$ cat config.mk
export PLATFORM = sky130hd
export DESIGN_NAME = maglev_position_estimator
export DESIGN_NICKNAME = d
export VERILOG_FILES = /design/src/sv/mpe_pkg.sv /design/src/sv/maglev_position_estimator.sv
export SDC_FILE = /design/constraint.sdc
export NUM_CORES = 2
export LEC_CHECK = 0
export BUFFER_PORTS_ARGS = -buffer_cell sky130_fd_sc_hd__buf_2
export CORE_UTILIZATION = 50
export DETAILED_ROUTE_END_ITERATION = 8
export PLACE_DENSITY = 0.66
export SYNTH_ARGS = -nofsm -noshare
export SYNTH_HDL_FRONTEND = slang
export SYNTH_SLANG_ARGS = --single-unit
$ cat constraint.sdc
create_clock -name i_clk -period 8.3 [get_ports i_clk]
set_input_delay 1.66 -clock i_clk [delete_from_list [all_inputs] [get_ports i_clk]]
set_output_delay 1.66 -clock i_clk [all_outputs]
set_load 0.005 [all_outputs]
$ cat src/sv/mpe_pkg.sv
// Shared constants and types for the maglev position estimator.
`timescale 1ns / 1ps

package mpe_pkg;

    // FIR length and the storage that follows from it
    localparam int TAP_COUNT  = 8;
    localparam int HIST_AW    = $clog2(TAP_COUNT);
    localparam int HIST_DEPTH = 2 ** HIST_AW;
    localparam int K_W        = $clog2(TAP_COUNT + 2);
    localparam int LAST_K     = TAP_COUNT + 1;
    localparam int ACC_W      = 34 + $clog2(TAP_COUNT);

    // Coefficient register file
    localparam int COEF_REGS = 8;
    localparam int COEF_AW   = $clog2(COEF_REGS);
    localparam int CFG_IDX_W = 8;
    localparam logic signed [15:0] COEF_RESET = 16'sd4096;

    // floor(x / 81) for 0 <= x < 2^28: (x * RECIP_81) >> 35, exact over that range
    localparam logic [28:0] RECIP_81    = 29'd424194301;
    localparam int          SHIFT_81    = 35;
    // 81 * 2^20, lifts mean*50 to a non-negative dividend
    localparam logic signed [28:0] BIAS_81 = 29'sd84934656;

    // floor(x / 2125) for 0 <= x < 2^30: (x * RECIP_2125) >> 42, exact over that range
    localparam logic [30:0] RECIP_2125  = 31'd2069668947;
    localparam int          SHIFT_2125  = 42;
    // 2125 * 2^17 - 775 * 4096 * 256 / 5
    localparam logic [29:0] BIAS_2125   = 30'd115998720;

    typedef enum logic [8:0] {
        S_IDLE  = 9'b000000001,
        S_SCALE = 9'b000000010,
        S_MUL81 = 9'b000000100,
        S_SLOPE = 9'b000001000,
        S_NUMER = 9'b000010000,
        S_MUL2  = 9'b000100000,
        S_RAW   = 9'b001000000,
        S_FIR   = 9'b010000000,
        S_DONE  = 9'b100000000
    } t_state;

endpackage

$ cat src/sv/maglev_position_estimator.sv
// Maglev gap estimator: sample scaling, derivative, raw gap and FIR smoothing.
//
// Input channel: i_in_valid / o_in_stall carry one Hall voltage sample (Q3.12)
// per transaction. Output channel: o_out_valid / i_out_stall carry one result
// transaction per sample: coil current, running mean, derivative, raw gap and
// FIR-filtered gap. Config channel: i_cfg_valid / o_cfg_ready write the eight
// Q1.15 tap coefficients by index; indexes past the last tap are dropped.
// Write coefficients only while no sample is in flight.
// One sample is processed at a time: a new sample is taken only once the
// result of the last one has moved to the output register. The FIR loop
// reads one coefficient and one history entry per cycle from two memories,
// registers both reads, then the product, then the accumulated sum.
// The finished result sits in an output register; the next sample is taken
// while it waits. If the receiver stalls and the register is still full when
// the next result is ready, the block holds that result and stalls its input.
// Reset (synchronous, active low) restores every coefficient to 4096 (0.125),
// clears the previous sample, the running mean and the gap history.
`timescale 1ns / 1ps

module maglev_position_estimator (
    input  logic                           i_clk,
    input  logic                           i_rst_n,
    input  logic                           i_in_valid,
    output logic                           o_in_stall,
    input  logic signed [15:0]             i_sensor_volts,
    output logic                           o_out_valid,
    input  logic                           i_out_stall,
    output logic signed [20:0]             o_coil_current,
    output logic signed [20:0]             o_mean_current,
    output logic signed [31:0]             o_slope_value,
    output logic signed [17:0]             o_raw_position,
    output logic signed [19:0]             o_filtered_position,
    input  logic                           i_cfg_valid,
    output logic                           o_cfg_ready,
    input  logic [mpe_pkg::CFG_IDX_W-1:0]  i_cfg_index,
    input  logic [15:0]                    i_cfg_data
);
    import mpe_pkg::*;

    t_state r_state, n_state;

    // Control
    logic [K_W-1:0]     r_k;
    logic [HIST_AW-1:0] r_wptr;
    logic               r_rd_vld;
    logic               r_mul_vld;
    logic               r_out_valid, n_out_valid;
    logic               in_take;
    logic               out_load;

    // Carried state
    logic signed [15:0] r_last;
    logic signed [20:0] r_run_mean;

    // Datapath
    logic signed [20:0] r_cur;
    logic signed [16:0] r_diff;
    logic [27:0]        r_b81;
    logic signed [33:0] r_dterm;
    logic [56:0]        r_p81;
    logic signed [31:0] r_slope;
    logic [29:0]        r_b2;
    logic [60:0]        r_p2;
    logic signed [17:0] r_raw;
    logic signed [33:0] r_prod;
    logic signed [ACC_W-1:0] r_acc;

    // Memories and their valid bits
    logic signed [15:0] r_coef_mem [COEF_REGS];
    logic [COEF_REGS-1:0]  r_coef_set;
    logic signed [15:0] r_coef_rd;
    logic               r_coef_ok;
    logic signed [17:0] r_hist_mem [HIST_DEPTH];
    logic [HIST_DEPTH-1:0] r_hist_set;
    logic signed [17:0] r_hist_rd;
    logic               r_hist_ok;

    logic               cfg_we;
    logic [COEF_AW-1:0] cfg_addr;
    logic [COEF_AW-1:0] coef_addr;
    logic [HIST_AW-1:0] hist_addr;
    logic               fir_issue;
    logic               hist_we;

    // Combinational helpers
    logic signed [20:0] cur_w;
    logic signed [21:0] mean_sum;
    logic signed [28:0] mean_x50;
    logic signed [28:0] b81_sum;
    logic signed [22:0] q81_s;
    logic signed [34:0] slope_sum;
    logic [31:0]        slope_mag;
    logic [19:0]        mag_clip;
    logic signed [19:0] raw_pre;
    logic signed [17:0] raw_clamp;
    logic signed [15:0] coef_op;
    logic signed [17:0] hist_op;
    logic [ACC_W-1:34]  acc_hi;
    logic signed [19:0] filt_w;

    assign o_in_stall  = (r_state != S_IDLE);
    assign o_cfg_ready = 1'b1;
    assign o_out_valid = r_out_valid;

    assign in_take  = i_in_valid && (r_state == S_IDLE);
    assign out_load = (r_state == S_DONE) && (!r_out_valid || !i_out_stall);

    assign cfg_we   = i_cfg_valid && (i_cfg_index < CFG_IDX_W'(COEF_REGS));
    assign cfg_addr = COEF_AW'(i_cfg_index);

    assign fir_issue = (r_state == S_FIR) && (r_k < K_W'(TAP_COUNT));
    assign coef_addr = COEF_AW'(r_k);
    assign hist_addr = r_wptr - HIST_AW'(r_k);
    assign hist_we   = (r_state == S_RAW);

    // Sample stage arithmetic
    assign cur_w    = $signed({{5{i_sensor_volts[15]}}, i_sensor_volts}) * 21'sd20;
    assign mean_sum = {cur_w[20], cur_w} + {r_run_mean[20], r_run_mean};

    assign mean_x50 = $signed({{8{r_run_mean[20]}}, r_run_mean}) * 29'sd50;
    assign b81_sum  = mean_x50 + BIAS_81;

    // Quotient by 81 lies below 2^21; remove the 2^20 bias
    assign q81_s     = $signed({1'b0, r_p81[SHIFT_81+21:SHIFT_81]}) - 23'sd1048576;
    assign slope_sum = {r_dterm[33], r_dterm} + {{12{q81_s[22]}}, q81_s};

    assign slope_mag = r_slope[31] ? (~r_slope + 32'd1) : r_slope;
    // Anything at or above 2^19 already drives the gap past its ceiling
    assign mag_clip  = (|slope_mag[31:19]) ? 20'd524288 : {1'b0, slope_mag[18:0]};

    assign raw_pre = $signed({1'b0, r_p2[SHIFT_2125+18:SHIFT_2125]}) - 20'sd131072;
    // clamp the gap at the top of its field; no lower limit applies
    assign raw_clamp = (raw_pre > 20'sd131071) ? 18'sd131071 : raw_pre[17:0];

    // Unwritten entries read as their reset values
    assign coef_op = r_coef_ok ? r_coef_rd : COEF_RESET;
    assign hist_op = r_hist_ok ? r_hist_rd : 18'sd0;

    assign acc_hi = r_acc[ACC_W-1:34];
    always_comb begin
        if ((&acc_hi) || !(|acc_hi)) begin
            filt_w = r_acc[34:15];
        end else if (r_acc[ACC_W-1]) begin
            filt_w = 20'sh80000;
        end else begin
            filt_w = 20'sh7FFFF;
        end
    end

    always_comb begin
        n_state = r_state;
        unique case (r_state)
            S_IDLE:  if (in_take) n_state = S_SCALE;
            S_SCALE: n_state = S_MUL81;
            S_MUL81: n_state = S_SLOPE;
            S_SLOPE: n_state = S_NUMER;
            S_NUMER: n_state = S_MUL2;
            S_MUL2:  n_state = S_RAW;
            S_RAW:   n_state = S_FIR;
            S_FIR:   if (r_k == K_W'(LAST_K)) n_state = S_DONE;
            S_DONE:  if (out_load) n_state = S_IDLE;
            default: n_state = S_IDLE;
        endcase
    end

    always_comb begin
        n_out_valid = r_out_valid;
        if (out_load) begin
            n_out_valid = 1'b1;
        end else if (!i_out_stall) begin
            n_out_valid = 1'b0;
        end
    end

    // Control and carried state
    always_ff @(posedge i_clk) begin
        if (!i_rst_n) begin
            r_state     <= S_IDLE;
            r_k         <= '0;
            r_wptr      <= '0;
            r_rd_vld    <= 1'b0;
            r_mul_vld   <= 1'b0;
            r_out_valid <= 1'b0;
            r_last      <= '0;
            r_run_mean  <= '0;
        end else begin
            r_state     <= n_state;
            r_out_valid <= n_out_valid;
            r_rd_vld    <= fir_issue;
            r_mul_vld   <= r_rd_vld;
            if (r_state == S_FIR) begin
                r_k <= r_k + K_W'(1);
            end else begin
                r_k <= '0;
            end
            if (out_load) begin
                r_wptr <= r_wptr + HIST_AW'(1);
            end
            if (in_take) begin
                r_last     <= i_sensor_volts;
                r_run_mean <= mean_sum[21:1];
            end
        end
    end

    // Valid bits of both memories
    always_ff @(posedge i_clk) begin
        if (!i_rst_n) begin
            r_coef_set <= '0;
            r_hist_set <= '0;
        end else begin
            if (cfg_we) begin
                r_coef_set[cfg_addr] <= 1'b1;
            end
            if (hist_we) begin
                r_hist_set[r_wptr] <= 1'b1;
            end
        end
    end

    // Coefficient memory
    always_ff @(posedge i_clk) begin
        if (cfg_we) begin
            r_coef_mem[cfg_addr] <= i_cfg_data;
        end
        r_coef_rd <= r_coef_mem[coef_addr];
        r_coef_ok <= r_coef_set[coef_addr];
    end

    // Gap history memory, circular; newest entry at r_wptr
    always_ff @(posedge i_clk) begin
        if (hist_we) begin
            r_hist_mem[r_wptr] <= raw_clamp;
        end
        r_hist_rd <= r_hist_mem[hist_addr];
        r_hist_ok <= r_hist_set[hist_addr];
    end

    // Datapath
    always_ff @(posedge i_clk) begin
        if (in_take) begin
            r_cur  <= cur_w;
            r_diff <= {i_sensor_volts[15], i_sensor_volts} - {r_last[15], r_last};
        end
        if (r_state == S_SCALE) begin
            r_b81   <= b81_sum[27:0];
            r_dterm <= $signed({{17{r_diff[16]}}, r_diff}) * 34'sd50000;
        end
        if (r_state == S_MUL81) begin
            r_p81 <= r_b81 * RECIP_81;
        end
        if (r_state == S_SLOPE) begin
            if (slope_sum[34:31] != {4{slope_sum[31]}}) begin
                r_slope <= slope_sum[34] ? 32'sh8000_0000 : 32'sh7FFF_FFFF;
            end else begin
                r_slope <= slope_sum[31:0];
            end
        end
        if (r_state == S_NUMER) begin
            r_b2 <= {mag_clip, 10'd0} + BIAS_2125;
        end
        if (r_state == S_MUL2) begin
            r_p2 <= r_b2 * RECIP_2125;
        end
        if (r_state == S_RAW) begin
            r_raw <= raw_clamp;
        end
        if (r_rd_vld) begin
            r_prod <= coef_op * hist_op;
        end
        if (r_state == S_RAW) begin
            r_acc <= '0;
        end else if (r_mul_vld) begin
            r_acc <= r_acc + {{(ACC_W-34){r_prod[33]}}, r_prod};
        end
        if (out_load) begin
            o_coil_current      <= r_cur;
            o_mean_current      <= r_run_mean;
            o_slope_value       <= r_slope;
            o_raw_position      <= r_raw;
            o_filtered_position <= filt_w;
        end
    end

endmodule
==> run metrics <==
Site Rows between 100 and 150; Worst-Skew Late Latency 0.71 ns; WL met2 86600 um; worst hold path type flip-flop to flip-flop; WL per Instance about 20 um; WL met1 around 74000 um; fraction of layout cells with a size suffix above 1 8.02%; RSZ-0062 raised after global routing no; Highest Clock Rate ~130 MHz; Post-CTS Hold Fix Bufs 0; total number of vias 46800; synthesized area per cell 11.1 um2; HP Start r_raw[4]; Worst-path clk slew 0.07 ns; Final ANT Viol Nets 0; # resized after CTS 0; CP Launch Type flip-flop; Nets about 8700; slew margin rel. between 10 and 15%; critical path arrival 8.26 ns; Synth area leader edfxtp_1; gr ovfl total 0; Clk Tree Root Cell clkbuf_16; Post-CTS Setup Bufs 0; Area Growth Syn to Fin 8.61%; Hold WS 0.409 ns; post-synthesis register bit count 765; crit path time final 7.80 ns; PortBufs 156; Die Ht between 300 and 400 um; TritonCTS clock tree done; Final Skew between 0.03 and 0.04 ns; Fill cells 12500; Final Wtd Congestion ~1; failing checks design-rule violations; prevailing post-synth register cell edfxtp_1; maximum fanout along the worst path 19; Mapped Area 72400 um2; post-synth top area share roughly a quarter; Synth area leaders edfxtp_1, fa_1, ha_1; fin crit share 94.0%; Max Root-Sink Buffers 3; fraction of registers with async set/reset 0%; Fin Setup TNS 0 ns; die area around 150000 um2; Final Hold Viols 0; reg2reg start r_coef_ok; pin count of the biggest net entering global routing 71; CP startpoint r_coef_ok; WS Path Type flip-flop to flip-flop; Pre-antenna DRT Iters 7; DRC 8; Core Util, Final a little over half; fin. max-slew vios 0; Post-synth EDFFs 620; Crit. End Element flip-flop; Clock Sinks 765; initial antenna violation count 2; final wirelength 175000 um; status finished, violations left; sequential-to-total area share from yosys stat between 20 and 30%; Max Cap Viol 0; Cell variety after synth 86; starting density of the core 50.4%; Core Box Area 144000 um2; via/cell ratio 5.37; vias in the first global route 49600; met3 wire length roughly 8000 um; Gate Count Post-Synth 6528; synth warn 0; critical path required time 8.76 ns; DRT iter0 DRCs around 2600; CTS buffer count 87; Max Used Layer met4; die width about 380 um; I/O pin count 160; H-tree Lvls 3; final setup fails 0; Total GRT Usage 24.8%; post-detail-place hpwl 143000 um; Tightest Pin Transition 1.28 ns; first-pass GRT wire length around 280000 um
## worst max-delay path, cell delays in order (launching register included)
cell	delay (ns)
dfxtp_1	0.63
buf_4	0.33
and2_1	0.45
nand2_1	0.14
fa_1	0.53
inv_1	0.05
fa_1	0.47
inv_1	0.06
fa_1	0.50
inv_1	0.05
fa_1	0.47
inv_1	0.06
fa_1	0.53
inv_1	0.06
fa_1	0.42
ha_1	0.36
and3_1	0.22
nor2b_1	0.13
a221oi_1	0.22
o21ai_0	0.26
a2111oi_0	0.53
buf_4	0.20
o211ai_1	0.10
and2_1	0.20
o311a_1	0.33
a211o_1	0.22
## final cells by class
| class | count | area (um2) | share of cell area (%) |
|---|---|---|---|
| clock buffers | 105 | 2310 | 2.93 |
| flip-flops and latches | 765 | 21500 | 27.4 |
| inverters | 1407 | 5280 | 6.71 |
| clock inverters | 54 | 539 | 0.685 |
| diodes | 1 | 2.50 | 0.00318 |
| repair buffers | 234 | 1370 | 1.74 |
| multi-input cells | 4242 | 45300 | 57.5 |
| well taps | 1903 | 2380 | 3.03 |
## worst paths after layout
path	slack [ns]	end	cells after the start
worst max register to register	0.50	r_prod[33]	25
worst max-delay path	0.50	r_prod[33]	25
worst min-delay path	0.41	o_raw_position[4]	0
worst min register to register	0.41	o_raw_position[4]	0
## routing by layer
metal,vias up,global-route usage (%)
met5,-,0
met4,0,7.95
met3,253,3.10
met2,1079,42.7
met1,23400,32.5
li1,22000,-
## cell families (layout without fill, tap and decap cells)
| family | Yosys count | after routing | share of synthesized area (%) |
|---|---|---|---|
| DFF | 765 | 765 | 29.7 |
| xor gates and xnor gates | 246 | 246 | 2.97 |
| adders and majority gates | 1896 | 1896 | 41.8 |
| AOI/OAI and AO/OA | 764 | 764 | 6.79 |
| buffers and inverters | 1522 | 1800 | 7.93 |
| muxes | 143 | 143 | 3.28 |
| and+or+nand+nor | 1190 | 1190 | 7.55 |
| other | 2 | 4 | 0.0104 |
## sequential cells by signal, indices dropped and copies added (netlist names), 9 cells and up
signal	cells
r_b81	27
r_p2	19
r_p81	22
r_coef_rd	16
r_coef_mem	128
o_mean_current	21
r_raw	18
r_state	9
o_coil_current	19
r_acc	37
o_filtered_position	20
r_cur	19
r_run_mean	21
r_hist_mem	144
r_last	16
o_raw_position	18
r_b2	20
r_diff	17
r_prod	34
r_slope	32
r_hist_rd	18
r_dterm	30
o_slope_value	32
## cells in the final DEF, fill, tap and decap left out, types with 11 or more instances in the layout
master,synthesis,final
mux4_2,72,72
clkinv_2,0,11
buf_4,3,78
and3_1,34,34
or2_2,32,32
nand2_1,374,374
o21bai_1,17,17
nor3_1,75,68
dfxtp_1,145,143
nor2_1,385,381
mux2_2,37,37
buf_2,3,156
a21o_1,113,113
and2_1,46,46
a31oi_1,23,23
o211ai_1,17,17
a21boi_0,24,24
o31ai_1,26,26
a211o_1,11,11
edfxtp_1,620,620
nor2b_1,29,29
clkinv_1,3,14
or3_1,21,21
nand2b_1,44,44
nand3_1,68,68
fa_1,869,869
o21a_1,30,30
clkbuf_16,0,88
xnor2_1,161,160
a21oi_1,208,207
a211oi_1,29,29
inv_1,1402,1402
ha_1,1027,1026
xor2_1,85,85
nand4_1,25,25
clkbuf_1,96,13
o21ai_0,168,168
mux2i_1,34,34
o41ai_1,12,11
## synth_stat cells (46+ instances only)
library cell / n
nand3_1: 68
and2_1: 46
fa_1: 869
a21o_1: 113
dfxtp_1: 145
mux4_2: 72
nor2_1: 385
o21ai_0: 168
nor3_1: 75
xor2_1: 85
edfxtp_1: 620
ha_1: 1027
inv_1: 1402
a21oi_1: 208
nand2_1: 374
xnor2_1: 161
clkbuf_1: 96
## stage by stage
| stage | instance area [um2] | std cells | setup WS, ns |
|---|---|---|---|
| 2_1_floorplan | 72400 | 6529 | 0.701 |
| 3_3_place_gp | 75800 | 8551 | 0.656 |
| 3_5_place_dp | 75800 | 8551 | 0.561 |
| 4_1_cts | 78700 | 8710 | 0.518 |
| 5_1_grt | 78700 | 8711 | 0.134 |
| 6_report | 78700 | 8711 | 0.496 |
Power is left out: the tool's default activity adds up to more than one toggle a clock period on the data nets, which glitch-free logic cannot reach.
